--- src/hdl/keyed_3bit_symbol_packer_defines.svh ---
// Assertion helpers for the symbol packer.
// Each check is sampled on clk and disabled while arst_n is low.
`ifndef KEYED_3BIT_SYMBOL_PACKER_DEFINES_SVH
`define KEYED_3BIT_SYMBOL_PACKER_DEFINES_SVH

// The condition holds at every edge.
`define KSP_ASSERT(lbl, cond) \
	lbl: assert property (@(posedge clk) disable iff (!arst_n) (cond)) \
		else $error("packer check failed");

// The trigger implies the condition at the next edge.
`define KSP_ASSERT_NEXT(lbl, trig, cond) \
	lbl: assert property (@(posedge clk) disable iff (!arst_n) (trig) |=> (cond)) \
		else $error("packer check failed");

`endif

--- src/hdl/ksp_pkg.sv ---
`timescale 1ns / 1ps

package ksp_pkg;

	localparam int unsigned KEY_ENTRIES = 7;
	localparam int unsigned CODE_W      = 3;
	localparam int unsigned SYM_W       = 8;
	localparam int unsigned KEY_W       = KEY_ENTRIES * SYM_W;
	localparam int unsigned PEND_W      = 7;
	localparam int unsigned QUEUE_DEPTH = 4;
	localparam int unsigned APB_AW      = 4;
	localparam int unsigned APB_DW      = 64;

	localparam logic [CODE_W-1:0] TERM_CODE = 3'd7;

	// register index decoded from paddr[3]
	typedef enum logic {
		REG_KEY_TABLE = 1'b0,
		REG_NONE      = 1'b1
	} reg_idx_t;

	typedef struct packed {
		logic [CODE_W-1:0] code;
		logic              missing;
	} lookup_t;

	typedef struct packed {
		logic [SYM_W-1:0] data;
		logic             last;
		logic             bad;
	} out_entry_t;

	// lowest matching entry wins; no match gives code 0 with missing set
	function automatic lookup_t lookup_code(input logic [SYM_W-1:0] ch,
			input logic [KEY_W-1:0] key);
		lookup_t r;
		r.code    = '0;
		r.missing = 1'b1;
		for (int k = KEY_ENTRIES - 1; k >= 0; k--) begin
			if (key[k*SYM_W +: SYM_W] == ch) begin
				r.code    = CODE_W'(k);
				r.missing = 1'b0;
			end
		end
		return r;
	endfunction

endpackage

--- src/hdl/keyed_3bit_symbol_packer.sv ---
`timescale 1ns / 1ps
// Path: an accepted character is looked up and packed from the input register; its bytes
//   then go into the result queue, which drives the output.
// Throughput: one character per cycle while the output takes a byte per cycle; a character
//   that yields two bytes (final character) queues both at once for the output to drain.
// Reset (arst_n low, asynchronous): packer empty, error flag clear, key table zero,
//   input stage and result queue empty.

`include "keyed_3bit_symbol_packer_defines.svh"

module keyed_3bit_symbol_packer #(
	parameter int unsigned QDEPTH = ksp_pkg::QUEUE_DEPTH
) (
	input  logic                          clk,
	input  logic                          arst_n,
	// character stream
	input  logic                          s_axis_tvalid,
	output logic                          s_axis_tready,
	input  logic [ksp_pkg::SYM_W-1:0]     s_axis_tdata,  // [7:0] symbol
	input  logic                          s_axis_tlast,  // final_symbol
	// packed byte stream
	output logic                          m_axis_tvalid,
	input  logic                          m_axis_tready,
	output logic [ksp_pkg::SYM_W-1:0]     m_axis_tdata,  // [7:0] packed_byte
	output logic                          m_axis_tlast,  // last_byte
	output logic                          m_axis_tuser,  // [0] bad_symbol
	// configuration
	input  logic                          psel,
	input  logic                          penable,
	input  logic                          pwrite,
	input  logic [ksp_pkg::APB_AW-1:0]    paddr,
	input  logic [ksp_pkg::APB_DW-1:0]    pwdata,
	output logic [ksp_pkg::APB_DW-1:0]    prdata,
	output logic                          pready
);
	import ksp_pkg::*;

	localparam int unsigned PTR_W = $clog2(QDEPTH);
	localparam int unsigned CNT_W = $clog2(QDEPTH + 1);

	// ---------------- configuration ----------------
	logic [KEY_W-1:0] key_q;
	reg_idx_t         reg_sel;

	assign reg_sel = reg_idx_t'(paddr[3]);
	assign pready  = 1'b1;

	always_comb begin
		unique case (reg_sel)
			REG_KEY_TABLE: prdata = APB_DW'(key_q);
			REG_NONE:      prdata = '0;
			default:       prdata = '0;
		endcase
	end

	always_ff @(posedge clk or negedge arst_n) begin
		if (!arst_n) begin
			key_q <= '0;
		end else if (psel && penable && pwrite && pready && reg_sel == REG_KEY_TABLE) begin
			key_q <= pwdata[KEY_W-1:0];
		end
	end

	// ---------------- input stage ----------------
	logic             valid_s1;
	logic [SYM_W-1:0] symbol_s1;
	logic             final_s1;
	logic [CNT_W-1:0] qcount_q;
	logic             advance;

	// the stage moves on only when the queue is sure to hold two more bytes
	assign advance       = valid_s1 && (qcount_q <= CNT_W'(QDEPTH - 2));
	assign s_axis_tready = !valid_s1 || (qcount_q <= CNT_W'(QDEPTH - 2));

	always_ff @(posedge clk or negedge arst_n) begin
		if (!arst_n) begin
			valid_s1 <= 1'b0;
		end else if (s_axis_tready) begin
			valid_s1 <= s_axis_tvalid;
		end
	end

	always_ff @(posedge clk) begin
		if (s_axis_tvalid && s_axis_tready) begin
			symbol_s1 <= s_axis_tdata;
			final_s1  <= s_axis_tlast;
		end
	end

	// ---------------- lookup and bit packing ----------------
	logic [PEND_W-1:0] pend_bits_q;
	logic [2:0]        pend_cnt_q;
	logic              err_q;

	lookup_t           lk;
	logic              bad;
	logic [9:0]        acc_base;
	logic [12:0]       acc;
	logic [3:0]        cnt;
	logic              full_byte;
	logic [2:0]        rem;
	logic [15:0]       aligned;
	logic [7:0]        keep_mask;
	logic              push0;
	logic              push1;
	out_entry_t        ent0;
	out_entry_t        ent1;

	always_comb begin
		lk        = lookup_code(symbol_s1, key_q);
		bad       = err_q | lk.missing;
		acc_base  = {pend_bits_q, lk.code};
		// terminator code follows the final character directly
		acc       = final_s1 ? {acc_base, TERM_CODE} : {3'b000, acc_base};
		cnt       = 4'({1'b0, pend_cnt_q}) + 4'd3 + (final_s1 ? 4'd3 : 4'd0);
		full_byte = (cnt >= 4'd8);
		rem       = full_byte ? 3'(cnt - 4'd8) : cnt[2:0];
		// left-justify the live bits; unused low bits come out as zero padding
		aligned   = 16'(acc) << (5'd16 - 5'(cnt));
		keep_mask = (8'd1 << rem) - 8'd1;
		push0     = full_byte || final_s1;
		push1     = full_byte && final_s1 && (rem != 3'd0);
		ent0.data = aligned[15:8];
		ent0.last = final_s1 && !push1;
		ent0.bad  = bad;
		ent1.data = aligned[7:0];
		ent1.last = 1'b1;
		ent1.bad  = bad;
	end

	always_ff @(posedge clk or negedge arst_n) begin
		if (!arst_n) begin
			pend_bits_q <= '0;
			pend_cnt_q  <= '0;
			err_q       <= 1'b0;
		end else if (advance) begin
			if (final_s1) begin
				pend_bits_q <= '0;
				pend_cnt_q  <= '0;
				err_q       <= 1'b0;
			end else begin
				pend_bits_q <= acc[PEND_W-1:0] & keep_mask[PEND_W-1:0];
				pend_cnt_q  <= rem;
				err_q       <= bad;
			end
		end
	end

	// ---------------- result queue ----------------
	out_entry_t       queue_q [QDEPTH];
	logic [PTR_W-1:0] wr_ptr_q;
	logic [PTR_W-1:0] rd_ptr_q;
	logic             pop;
	logic [1:0]       npush;

	assign pop   = m_axis_tvalid && m_axis_tready;
	assign npush = advance ? (2'(push0) + 2'(push1)) : 2'd0;

	always_ff @(posedge clk) begin
		if (advance && push0) begin
			queue_q[wr_ptr_q] <= ent0;
		end
		if (advance && push1) begin
			queue_q[wr_ptr_q + PTR_W'(1)] <= ent1;
		end
	end

	always_ff @(posedge clk or negedge arst_n) begin
		if (!arst_n) begin
			wr_ptr_q <= '0;
			rd_ptr_q <= '0;
			qcount_q <= '0;
		end else begin
			wr_ptr_q <= wr_ptr_q + PTR_W'(npush);
			if (pop) begin
				rd_ptr_q <= rd_ptr_q + PTR_W'(1);
			end
			qcount_q <= qcount_q + CNT_W'(npush) - CNT_W'(pop);
		end
	end

	assign m_axis_tvalid = (qcount_q != '0);
	assign m_axis_tdata  = queue_q[rd_ptr_q].data;
	assign m_axis_tlast  = queue_q[rd_ptr_q].last;
	assign m_axis_tuser  = queue_q[rd_ptr_q].bad;

	// ---------------- checks ----------------
	`KSP_ASSERT(a_queue_bound, qcount_q <= CNT_W'(QDEPTH))
	`KSP_ASSERT(a_stall_has_item, s_axis_tready || valid_s1)
	`KSP_ASSERT(a_push_has_room, !advance || (qcount_q <= CNT_W'(QDEPTH - 2)))
	`KSP_ASSERT_NEXT(a_final_clears, advance && final_s1, pend_cnt_q == 3'd0 && !err_q)

endmodule

--- config.mk ---
export PLATFORM = sky130hd
export DESIGN_NAME = keyed_3bit_symbol_packer
export DESIGN_NICKNAME = d
export VERILOG_FILES = /design/src/hdl/ksp_pkg.sv /design/src/hdl/keyed_3bit_symbol_packer.sv
export VERILOG_INCLUDE_DIRS = /design/src /design/src/hdl
export SDC_FILE = /design/constraint.sdc
export NUM_CORES = 1
export LEC_CHECK = 0
export ABC_AREA = 1
export BUFFER_PORTS_ARGS = -buffer_cell sky130_fd_sc_hd__buf_2
export CORE_MARGIN = 5
export CORE_UTILIZATION = 40
export DETAILED_ROUTE_END_ITERATION = 16
export GPL_ROUTABILITY_DRIVEN = 0
export SLEW_MARGIN = 30
export SYNTH_ARGS = -nofsm -noshare
export SYNTH_HDL_FRONTEND = slang
export SYNTH_SLANG_ARGS = --single-unit
--- constraint.sdc ---
create_clock -name clk -period 6.52 [get_ports clk]
set_clock_uncertainty 0.15 [all_clocks]
set_input_delay 1.956 -clock clk [delete_from_list [all_inputs] [get_ports clk]]
set_output_delay 1.956 -clock clk [all_outputs]
set_load 0.03 [all_outputs]
**After elaboration in Yosys (flattened, before gate mapping)**

Memory sizes are Yosys's and may differ from the RTL's.
Index checks and enable logic that the tools add are counted.

- Logic and storage cells: 72
- Bits in writable memories: 40
- Memories kept: 1
- ROM bits: 0
- Input port bits: 84
- Output and inout port bits: 77
- Latch bits: 0
- Register bits after elaboration: 84

Memory list:

| name | depth | bits a word | read ports | clocked after Yosys merged registers in | write ports | RTL line | source |
|---|---|---|---|---|---|---|---|
| queue_q | 4 | 10 | 1 | 0 | 2 | keyed_3bit_symbol_packer.sv:150 | `out_entry_t queue_q [QDEPTH];` |

- Shift-type cells: 2
- Multiply operators: 0
- Divide/modulo/power cells: 0
- Eq/ne operators: 7
- Mux-type cells: 19
- Add/subtract/negate cells: 11
- Reduce and logical (&&, ||, !) cells: 17
- Bitwise logic cells: 3
- Magnitude comparators: 2

Operators with widths:

| cell | number |
|---|---|
| one-hot mux 64 bit (2 select lines) | 1 |
| == test 8 bit | 7 |
| two-way mux 4 bit | 7 |
| left shift 13 x 5 -> 16 bit | 1 |
| two-way mux 13 bit | 1 |
| logical AND 1 bit | 11 |
| AND 7 bit | 1 |
| two-way mux 7 bit | 1 |
| left shift 1 x 3 -> 7 bit (first input constant) | 1 |
| subtractor 7 x 1 -> 7 bit (second input constant) | 1 |
| two-way mux 3 bit | 2 |
| nonzero test 3 bit | 2 |
| two-way mux 1 bit | 5 |
| subtractor 5 x 4 -> 5 bit (first input constant) | 1 |
| adder 2 x 1 -> 2 bit (second input constant) | 2 |
| adder 3 x 2 -> 4 bit (second input constant) | 1 |
| adder 4 x 2 -> 4 bit | 1 |
| >= comparator 4 bit (second input constant) | 1 |
| two-way mux 2 bit | 2 |
| adder 3 x 2 -> 3 bit | 1 |
| <= comparator 3 x 2 -> 1 bit (second input constant) | 1 |
| subtractor 3 x 1 -> 3 bit | 1 |
| subtractor 3 x 1 -> 3 bit (second input constant) | 1 |
| adder 1 x 1 -> 2 bit | 1 |
| other kinds (5) | 7 |

**Logic depth before layout (Yosys ltp)**

Gate-level depths: netlist of the first run.

- Depth in word-level cells: 11
- Mapped depth: 20
- Mapped depth without buffers: 19

**Least setup slack after synthesis of the first run**

OpenSTA, ideal clock, no wires.

- Kind: input port to output port
- From: input paddr[3] (netlist name)
- To: output prdata[15] (netlist name)
- Cell stages on the path: 3
- Data arrival time: 2779 ps
- Path buffers: 2
- Data required time: 4414 ps
- Setup slack: 1635 ps
- Path through: clkbuf_1 clkbuf_1 nor2_1

- Word-level cells in the longest chain between the ends: 2

Ends and longest elaborated chain:

| element | RTL line | source |
|---|---|---|
| start: declaration | keyed_3bit_symbol_packer.sv:31 | `input logic [ksp_pkg::APB_AW-1:0] paddr,` |
| NOT 1 bit | keyed_3bit_symbol_packer.sv:49 | `unique case (reg_sel)` |
| one-hot mux 64 bit (2 select lines) * | keyed_3bit_symbol_packer.sv:49 |  |
| end: declaration | keyed_3bit_symbol_packer.sv:33 | `output logic [ksp_pkg::APB_DW-1:0] prdata,` |

Mark *: on every way between the ends. The rest lies on a longest branch, timed or not. The select of a mux whose other input is x is not followed.

**Worst setup path after layout of the first run**

- From: input paddr[3] (netlist name)
- To: output prdata[53] (netlist name)

The elaborated chain is that of the path after synthesis.

==> results of run 1 <==
## registers in the layout (all words and copies together), names as in the netlist, 2 cells and up
signal       cells
rd_ptr_q         2
queue_q         40
key_q           56
symbol_s1        8
pend_cnt_q       3
pend_bits_q      7
wr_ptr_q         2
qcount_q         3
## layout make-up
type | count | area [um2] | area share, %
inverter | 115 | 452 | 4.94
clock buffer | 21 | 493 | 5.39
clock inverter | 11 | 125 | 1.37
sequential | 124 | 3310 | 36.2
timing repair buffer | 146 | 756 | 8.26
multi-input combinational | 753 | 3690 | 40.3
tap | 260 | 325 | 3.56
## cell families after synthesis
| logic type | Yosys count | share of synthesized area [%] |
|---|---|---|
| AOI/OAI and AO/OA | 137 | 9.68 |
| xor gates and xnor gates | 13 | 1.48 |
| adders and majority gates | 17 | 2.95 |
| buffers and inverters | 168 | 9.66 |
| DFF | 124 | 42.9 |
| muxes | 2 | 0.259 |
| other | 2 | 0.0973 |
| and+or+nand+nor | 575 | 33.0 |
## tightest hold or removal path, delay by kind of cell, from the launching register on
kind / cells / cell delay [ns]
flops: 1 / 0.33
simple gates: 2 / 0.11
## per-stage QoR
step | setup slack, ns | hold WS [ns] | cell area [um2]
2_1_floorplan | 1.63 | 0.274 | 7740
3_3_place_gp | 1.32 | 0.289 | 8520
3_5_place_dp | 1.26 | 0.294 | 8530
4_1_cts | 1.26 | 0.309 | 9150
5_1_grt | 0.987 | 0.354 | 9150
6_report | 1.28 | 0.314 | 9150
## power breakdown
part / switching, W / total [W] / internal, W
clock: 0.000366 / 0.000988 / 0.000622
combinational: 0.00185 / 0.00259 / 0.000741
sequential: 0.000158 / 0.00117 / 0.00101
## worst paths after layout
check,end,slack (ns),cells after the start
max,prdata[53],1.28,4
min,queue_q[1][1]$_SDFFE_PP1P_,0.31,2
max reg2reg,queue_q[0][8]$_DFFE_PP_,1.37,13
min reg2reg,queue_q[1][1]$_SDFFE_PP1P_,0.31,2
max in group asynchronous,rd_ptr_q[0]$_DFFE_PN0P_,4.30,1
min in group asynchronous,key_q[38]$_DFFE_PN0P_,1.41,1
## routing by layer
| layer | share of wire (%) | up-vias |
|---|---|---|
| li1 | - | 3593 |
| met1 | 46 | 3309 |
| met2 | 46 | 214 |
| met3 | 6.0 | 28 |
| met4 | 1.6 | 0 |
| met5 | 0 | - |
## cell usage in the layout (no fill, tap or decap), types with 15 or more instances in the layout
cell,instances
sky130_fd_sc_hd__inv_1,98
sky130_fd_sc_hd__dfrtp_1,75
sky130_fd_sc_hd__ha_1,15
sky130_fd_sc_hd__nand2_1,260
sky130_fd_sc_hd__buf_2,139
sky130_fd_sc_hd__edfxtp_1,45
sky130_fd_sc_hd__nand3_1,64
sky130_fd_sc_hd__nor2_1,165
sky130_fd_sc_hd__nand4_1,38
sky130_fd_sc_hd__a21oi_1,71
sky130_fd_sc_hd__o21ai_0,39
sky130_fd_sc_hd__clkbuf_16,19
==> results.json, run 1 <==
{
  "status": "complete, no violations",
  "finalSetupViolations": 0,
  "finish.cell_count_without_fillers": 1430,
  "cts_buffers": 17,
  "crit_end_element": "output port",
  "synth_seq_area_share_pct": 42.9,
  "critical_path_peak_fanout": 32,
  "io-pin-count": 161,
  "finalWirelength_mm": 21.9,
  "synth_enable_flop_cells": 45,
  "worstMarginPinSlew_ns": 0.793,
  "critical_path.reg2reg.startpoint": "final_s1$_DFFE_PP_",
  "ctsHtreeMaxLevel": 4,
  "powerDensity_nw_per_um2": 519,
  "period_share_pct": 80.4,
  "cp.required_ns": 4.41,
  "initial_utilization_pct": 41.0,
  "met2_usage_pct": 31.4,
  "post-cts-setup-buffers": 0,
  "insertion_delay_ns": 0.42,
  "max_cap_viol_count": 0,
  "yosys_warnings": 0,
  "worst_hold_path_type": "register to register",
  "path_delay_family": "buffers and inverters",
  "number_of_placed_instances_with_taps_included": 1398,
  "clk_path_buf_depth": 2,
  "post_drt_antenna_nets": 0,
  "grt_pass1_wl_mm": 35.2,
  "relSlewSlack_pct": 46.8,
  "groute.layer.met1.usage_pct": 28.3,
  "crit_path_frequent_cell": "sky130_fd_sc_hd__buf_2",
  "core_region_area_um2": 18800,
  "netlist.top_cell.by_area": "sky130_fd_sc_hd__dfrtp_1",
  "setup.worst_path.start_class": "input port",
  "design_power_total_w": 0.00475,
  "diodes": 0,
  "io_buffers": 140,
  "worst-path-buf-inv": 3,
  "cell_area_after_technology_mapping_um2": 7720,
  "synth_cell_type_count": 42,
  "globalRouteMet3Util_pct": 4.04,
  "detailedRoute.firstIterationViolations": 532,
  "grt_antenna_before_repair": 0,
  "synth_flop_cell": "sky130_fd_sc_hd__dfrtp_1",
  "postSynthCellCount": 1038,
  "grt_max_degree": 113,
  "final_net_count": 1258,
  "finalSetupTns_ns": 0,
  "report.final.hold_viol_count": 0,
  "timing.critical_path.slowest_stage_cell": "sky130_fd_sc_hd__buf_2",
  "wire_per_inst_um": 15.3,
  "final.min_clock_period_ns": 5.24,
  "remaining_drc_errors": 0,
  "tritoncts_clock_tree": "yes",
  "design.die.area_um2": 22200,
  "yosys-top-cells-area": "sky130_fd_sc_hd__dfrtp_1, sky130_fd_sc_hd__edfxtp_1, sky130_fd_sc_hd__nand2_1",
  "yosys-top-cells-count": "sky130_fd_sc_hd__nand2_1, sky130_fd_sc_hd__nor2_1, sky130_fd_sc_hd__inv_1",
  "fmax_mhz": 191,
  "setup.worst_path.class": "input port to output port",
  "floorplan.rows": 50,
  "synth-async-reset-ratio_pct": 60.5,
  "cts-resized-gates": 0,
  "timing.final.max_slew_violations": 0,
  "die-height_um": 149,
  "drive_above_1_share_pct": 20.4,
  "detail_route.first_pass.iterations": 5,
  "dp_hpwl_mm": 16.1,
  "critical_path_arrival_ns": 3.14,
  "grt_setup_unrepaired": "false",
  "clock_sinks": 124,
  "filler_cell_count": 1909,
  "ir_worst_vdd_v": 0.000242,
  "yosys.cell_count.top_type": "sky130_fd_sc_hd__nand2_1",
  "avgSynthCellArea_um2": 7.44,
  "number_of_register_bits_inferred_by_synthesis": 124,
  "min-delay-start": "queue_q[1][1]$_SDFFE_PP1P_",
  "p_leak_nw": 4.56,
  "max_stage_delay_ns": 0.48,
  "hold_buffers": 0,
  "first_global_vias": 6684,
  "worst_setup_hold_path_clk_slew_ns": 0.06,
  "cts.root.buffer_cell": "sky130_fd_sc_hd__clkbuf_16",
  "global_route.peak_usage_layer": "met2",
  "grt-ovfl-total": 0,
  "detailroute.via_count": 7144,
  "worstSetupStartpoint": "paddr[3]",
  "globalRouteTotalUtil_pct": 20.0,
  "die_w_um": 149,
  "final_util_pct": 48.6,
  "crit_path_cell_trace": "buf_2, buf_4, nor2_1, buf_2",
  "area_growth_from_synthesis_to_final_layout_pct": 18.5,
  "synthDominantCellAreaShare_pct": 24.3,
  "vias_per_cell": 5.00
}
Note: power is estimated with default switching activity, not from simulation.
==> run 2, diff against run 1 <==
- clock period: 6.52 -> 5.45 ns (I/O delays scaled with it)
==> run 2 against run 1 <==
Compared with the run above:
- sequential power up 20%
- total power increased by 20%
- global-route usage decreased by 0.068 points
- die area unchanged
- clock power up 20%
- sequential share of layout area down 0.26 points
- via count decreased by 0.24%
- worst hold slack got worse by 0.0064 ns
- critical path depth up 10
- cell count increased by 0.35%
==> results.json, run 2 (synthesized netlist as in run 1, its figures left out) <==
{
  "cts_buffers": 17,
  "grt_setup_unrepaired": "false",
  "diodes": 0,
  "ir_worst_vdd_v": 0.000348,
  "regMostFlops": "key_q",
  "detailedRoute.firstIterationViolations": 567,
  "io-pin-count": 161,
  "post-cts-setup-buffers": 0,
  "clock_sinks": 124,
  "grt_antenna_before_repair": 0,
  "area_growth_from_synthesis_to_final_layout_pct": 19.4,
  "worst-path-buf-inv": 5,
  "insertion_delay_ns": 0.43,
  "grt_pass1_wl_mm": 35.1,
  "worst_setup_hold_path_clk_slew_ns": 0.06,
  "drive_above_1_share_pct": 20.8,
  "critical_path_arrival_ns": 4.79,
  "globalRouteTotalUtil_pct": 20.0,
  "clk_path_buf_depth": 2,
  "number_of_placed_instances_with_taps_included": 1403,
  "cts-resized-gates": 0,
  "p_leak_nw": 4.59,
  "top_regs": "key_q (56), queue_q (40), symbol_s1 (8)",
  "filler_cell_count": 1907,
  "critical_path_peak_fanout": 19,
  "post_drt_antenna_nets": 0,
  "remaining_drc_errors": 0,
  "final_net_count": 1263,
  "cp.required_ns": 5.59,
  "floorplan.rows": 50,
  "design.die.area_um2": 22200,
  "timing.critical_path.slowest_stage_cell": "sky130_fd_sc_hd__ha_1",
  "finalWirelength_mm": 21.9,
  "crit_path_frequent_cell": "sky130_fd_sc_hd__ha_1",
  "finalSetupViolations": 0,
  "first_global_vias": 6681,
  "timing.final.max_slew_violations": 0,
  "grt_max_degree": 97,
  "detail_route.first_pass.iterations": 5,
  "postPlaceCellArea_um2": 8580,
  "finish.cell_count_without_fillers": 1435,
  "period_share_pct": 85.3,
  "grt-ovfl-total": 0,
  "dp_hpwl_mm": 16.2,
  "worstMarginPinSlew_ns": 0.786,
  "detailroute.via_count": 7127,
  "initial_utilization_pct": 41.0,
  "final_util_pct": 48.9,
  "final.min_clock_period_ns": 4.65,
  "tritoncts_clock_tree": "yes",
  "finish.instance_area_um2": 9220,
  "hold_buffers": 0,
  "report.final.hold_viol_count": 0,
  "worst_hold_path_type": "register to register",
  "path_delay_family": "adder cells",
  "crit_end_element": "register",
  "most-common-layout-cells": "sky130_fd_sc_hd__nand2_1, sky130_fd_sc_hd__nor2_1, sky130_fd_sc_hd__buf_2",
  "setup.worst_path.start_class": "register",
  "register_area_um2": 3310,
  "core_region_area_um2": 18800,
  "multiInputGateArea_um2": 3690,
  "finalSetupTns_ns": 0,
  "crit_path_cell_trace": "inv_2, ha_1, inv_1, ha_1, fa_1, clkinv_1, ha_1, clkinv_1, buf_4, o21ai_0, o21ai_0, a21oi_1, nand3_1, nand2_1",
  "setup.worst_path.class": "register to register",
  "cts.root.buffer_cell": "sky130_fd_sc_hd__clkbuf_16",
  "io_buffers": 140,
  "max_stage_delay_ns": 0.77,
  "relSlewSlack_pct": 47.3,
  "vias_per_cell": 4.97,
  "powerDensity_nw_per_um2": 619,
  "status": "complete, no violations",
  "largest_reg_flops": 56,
  "final_common_cell": "sky130_fd_sc_hd__nand2_1",
  "ctsHtreeMaxLevel": 4,
  "fmax_mhz": 215,
  "wire_per_inst_um": 15.3,
  "die_w_um": 149,
  "die-height_um": 149,
  "max_cap_viol_count": 0
}
run 2: cell types whose count changed in the layout (fill, tap and decap cells not counted), sizes merged:
cell	before	now
bufinv	2	1
clkbuf	21	23
inv	118	114
buf	146	151
clkinv	5	7
clkinvlp	1	2
run 2: worst reg2reg max path: cells and delay by family (launching register included):
kind / cells / cell delay, ns
adder cells (fa/ha/maj): 4 / 1.94
AO/OA/AOI/OAI: 3 / 0.57
AND/OR/NAND/NOR: 2 / 0.23
buffers and inverters: 5 / 0.94
flip-flops: 1 / 0.67
run 2: path summary, 6_finish.rpt:
path	startpoint	endpoint	slack (ns)	depth (start not counted)
setup / recovery	final_s1$_DFFE_PP_	queue_q[3][8]$_DFFE_PP_	0.80	14
hold / removal	queue_q[1][1]$_SDFFE_PP1P_	queue_q[1][1]$_SDFFE_PP1P_	0.31	2
setup reg to reg	final_s1$_DFFE_PP_	queue_q[3][8]$_DFFE_PP_	0.80	14
hold reg to reg	queue_q[1][1]$_SDFFE_PP1P_	queue_q[1][1]$_SDFFE_PP1P_	0.31	2
max in group asynchronous	arst_n	qcount_q[1]$_DFF_PN0_	3.57	1
min in group asynchronous	arst_n	key_q[35]$_DFFE_PN0P_	1.07	1
run 2: area by class of cell:
type / count / area share (%)
Timing Repair Buffer: 151 / 8.70
Inverter: 115 / 4.90
Sequential cell: 124 / 35.9
Clock buffer: 23 / 5.89
Tap cell: 260 / 3.53
Clock inverter: 9 / 1.02
Multi-Input combinational cell: 753 / 40.1
run 2: per-layer routing:
metal	up-vias	routed length [um]	GRT usage, %	share of wire, %
met3	23	1270	3.34	5.8
met1	3306	10200	28.5	47
met4	0	282	5.86	1.3
met2	203	10100	31.3	46
met5	-	0	0	0
li1	3595	-	-	-
run 2: per-stage QoR:
| stage | total power [W] | hold WS (ns) | setup slack [ns] |
|---|---|---|---|
| 2_1_floorplan | 0.00380 | 0.274 | 1.21 |
| 3_3_place_gp | 0.00447 | 0.290 | 0.905 |
| 3_5_place_dp | 0.00452 | 0.292 | 0.837 |
| 4_1_cts | 0.00573 | 0.307 | 0.798 |
| 5_1_grt | 0.00613 | 0.347 | 0.477 |
| 6_report | 0.00571 | 0.307 | 0.800 |
run 2: report_power, final:
part	leakage, nW	internal, W	switching (W)	total [W]
Sequential	1.28	0.00121	0.000190	0.00140
Clock	0.306	0.000752	0.000436	0.00119
Combinational	3.01	0.000917	0.00220	0.00312
==> run 3, diff against run 2 <==
- clock period: 5.45 -> 4.6 ns (I/O delays scaled with it)
==> run 3 against run 2 <==
Compared with the run above:
- non-clock buffer count is 10 higher
- via count is 1.5% higher
- final area is 0.34% higher
- worst hold slack worse by 0.0064 ns
- critical path type is now input port to output port
- largest power group unchanged
==> results.json, run 3 (synthesized netlist as in run 1, its figures left out) <==
{
  "status": "complete, no violations",
  "diodes": 0,
  "critical_path.reg2reg.startpoint": "final_s1$_DFFE_PP_",
  "report.final.hold_viol_count": 0,
  "top_regs": "key_q (56), queue_q (40), symbol_s1 (8)",
  "finalSetupTns_ns": 0,
  "setup.worst_path.class": "input port to output port",
  "first_global_vias": 6904,
  "worstHoldEndpoint": "queue_q[1][1]$_SDFFE_PP1P_",
  "ir_worst_vdd_v": 0.000357,
  "grt_max_degree": 76,
  "pwr-share-comb_pct": 56.0,
  "worst_hold_path_type": "register to register",
  "detail_route.first_pass.iterations": 6,
  "initial_utilization_pct": 41.0,
  "io_buffers": 140,
  "ctsHtreeMaxLevel": 4,
  "final_net_count": 1273,
  "clk_path_buf_depth": 2,
  "io-pin-count": 161,
  "largest_reg_flops": 56,
  "power.internal_w": 0.00338,
  "final_util_pct": 49.1,
  "timing.final.max_slew_violations": 0,
  "final.min_clock_period_ns": 3.91,
  "vias_per_cell": 5.00,
  "drive_above_1_share_pct": 21.4,
  "cts_buffers": 17,
  "cts-resized-gates": 0,
  "finalSetupViolations": 0,
  "met2WireLength_mm": 10.1,
  "detailedRoute.firstIterationViolations": 528,
  "clock_sinks": 124,
  "grt_pass1_wl_mm": 35.8,
  "floorplan.rows": 50,
  "p_leak_nw": 4.63,
  "dp_hpwl_mm": 16.5,
  "wire_per_inst_um": 15.2,
  "globalRouteTotalUtil_pct": 20.3,
  "design.die.area_um2": 22200,
  "cts.root.buffer_cell": "sky130_fd_sc_hd__clkbuf_16",
  "most-common-layout-cells": "sky130_fd_sc_hd__nand2_1, sky130_fd_sc_hd__nor2_1, sky130_fd_sc_hd__buf_2",
  "route.top_layer_used": "met4",
  "finish.cell_count_without_fillers": 1445,
  "max_cap_viol_count": 0,
  "relSlewSlack_pct": 45.5,
  "cp.required_ns": 3.07,
  "wl_met3_mm": 1.27,
  "die_w_um": 149,
  "min-delay-start": "queue_q[1][1]$_SDFFE_PP1P_",
  "grt_antenna_before_repair": 0,
  "regToRegEndpoint": "qcount_q[2]$_DFF_PN0_",
  "core_region_area_um2": 18800,
  "grt_setup_unrepaired": "false",
  "post-route-worst-setup-slack_ns": 0.686,
  "wl_met1_mm": 10.2,
  "worstSetupStartpoint": "paddr[3]",
  "number_of_placed_instances_with_taps_included": 1413,
  "detailroute.via_count": 7231,
  "grt-ovfl-total": 0,
  "regMostFlops": "key_q",
  "period_share_pct": 85.1,
  "worst_setup_hold_path_clk_slew_ns": 0.05,
  "remaining_drc_errors": 0,
  "setup.worst_path.start_class": "input port",
  "area_growth_from_synthesis_to_final_layout_pct": 19.8,
  "net-switching-power_w": 0.00337,
  "worstMarginPinSlew_ns": 0.815,
  "die-height_um": 149,
  "switching_share_pct": 49.9,
  "fmax_mhz": 256,
  "regToRegSetupSlack_ns": 0.71,
  "power_frac_clock_pct": 19.6,
  "critical_path_arrival_ns": 2.38,
  "tritoncts_clock_tree": "yes",
  "finalWirelength_mm": 22.0,
  "crit_end_element": "output port",
  "filler_cell_count": 1868,
  "ff2ff_path_depth": 15,
  "post-place-ws_ns": 0.684,
  "final_common_cell": "sky130_fd_sc_hd__nand2_1",
  "hold_buffers": 0,
  "critical_path_peak_fanout": 24,
  "hold-path-cell-count": 2,
  "insertion_delay_ns": 0.42,
  "pwr-share-seq_pct": 24.4,
  "post_drt_antenna_nets": 0,
  "powerDensity_nw_per_um2": 731,
  "post-cts-setup-buffers": 0
}
run 3: changes by cell type in the layout (fill, tap and decap cells not counted):
| cell | before | now |
|---|---|---|
| sky130_fd_sc_hd__buf_4 | 10 | 20 |
| sky130_fd_sc_hd__bufinv_16 | 1 | 0 |
| sky130_fd_sc_hd__clkbuf_16 | 21 | 20 |
| sky130_fd_sc_hd__clkinv_2 | 1 | 2 |
| sky130_fd_sc_hd__clkinv_4 | 4 | 3 |
| sky130_fd_sc_hd__inv_4 | 8 | 9 |
| sky130_fd_sc_hd__inv_6 | 1 | 2 |
run 3: power by group through the flow:
stage          sequential [W]  clock (W)  combinational (W)
5_1_grt               0.00168    0.00139            0.00421
3_5_place_dp          0.00167          0            0.00376
4_1_cts               0.00165    0.00134            0.00377
3_3_place_gp          0.00166          0            0.00372
6_report              0.00165    0.00132            0.00378
2_1_floorplan         0.00154          0            0.00296
run 3: worst max path at each step:
stage                              end  slack [ns]  cells past startpoint
3_3_place_gp                prdata[41]        0.70                      4
3_5_place_dp                prdata[48]        0.68                      4
4_1_cts                     prdata[48]        0.68                      4
6_report                    prdata[48]        0.69                      4
2_1_floorplan  queue_q[2][0]$_DFFE_PP_        0.70                     13
5_1_grt          qcount_q[2]$_DFF_PN0_        0.50                     15
run 3: area by class of cell:
cell class | instances | area, um2 | area share (%)
clock buffers | 22 | 518 | 5.60
repair buffers | 161 | 877 | 9.49
inverters | 115 | 452 | 4.88
flip-flops and latches | 124 | 3310 | 35.8
well taps | 260 | 325 | 3.52
clock inverters | 10 | 75.1 | 0.812
multi-input cells | 753 | 3690 | 39.9
run 3: metrics by stage:
stage	area (um2)	hold slack, ns	total power (W)
after global routing	9250	0.346	0.00729
after detailed placement	8650	0.289	0.00542
final	9250	0.301	0.00675
after CTS	9250	0.303	0.00676
after global placement	8650	0.289	0.00538
after floorplan	7740	0.274	0.00450
run 3: critical path, stage by stage:
cell                     delay [ns]
sky130_fd_sc_hd__buf_2         0.36
sky130_fd_sc_hd__buf_4         0.34
sky130_fd_sc_hd__nor2_1        0.09
sky130_fd_sc_hd__buf_2         0.18
run 3: metal layers:
layer / global-route usage (%) / vias up
li1: - / 3629
met5: 0 / -
met2: 32.4 / 200
met3: 3.86 / 30
met4: 5.63 / 0
met1: 28.2 / 3372
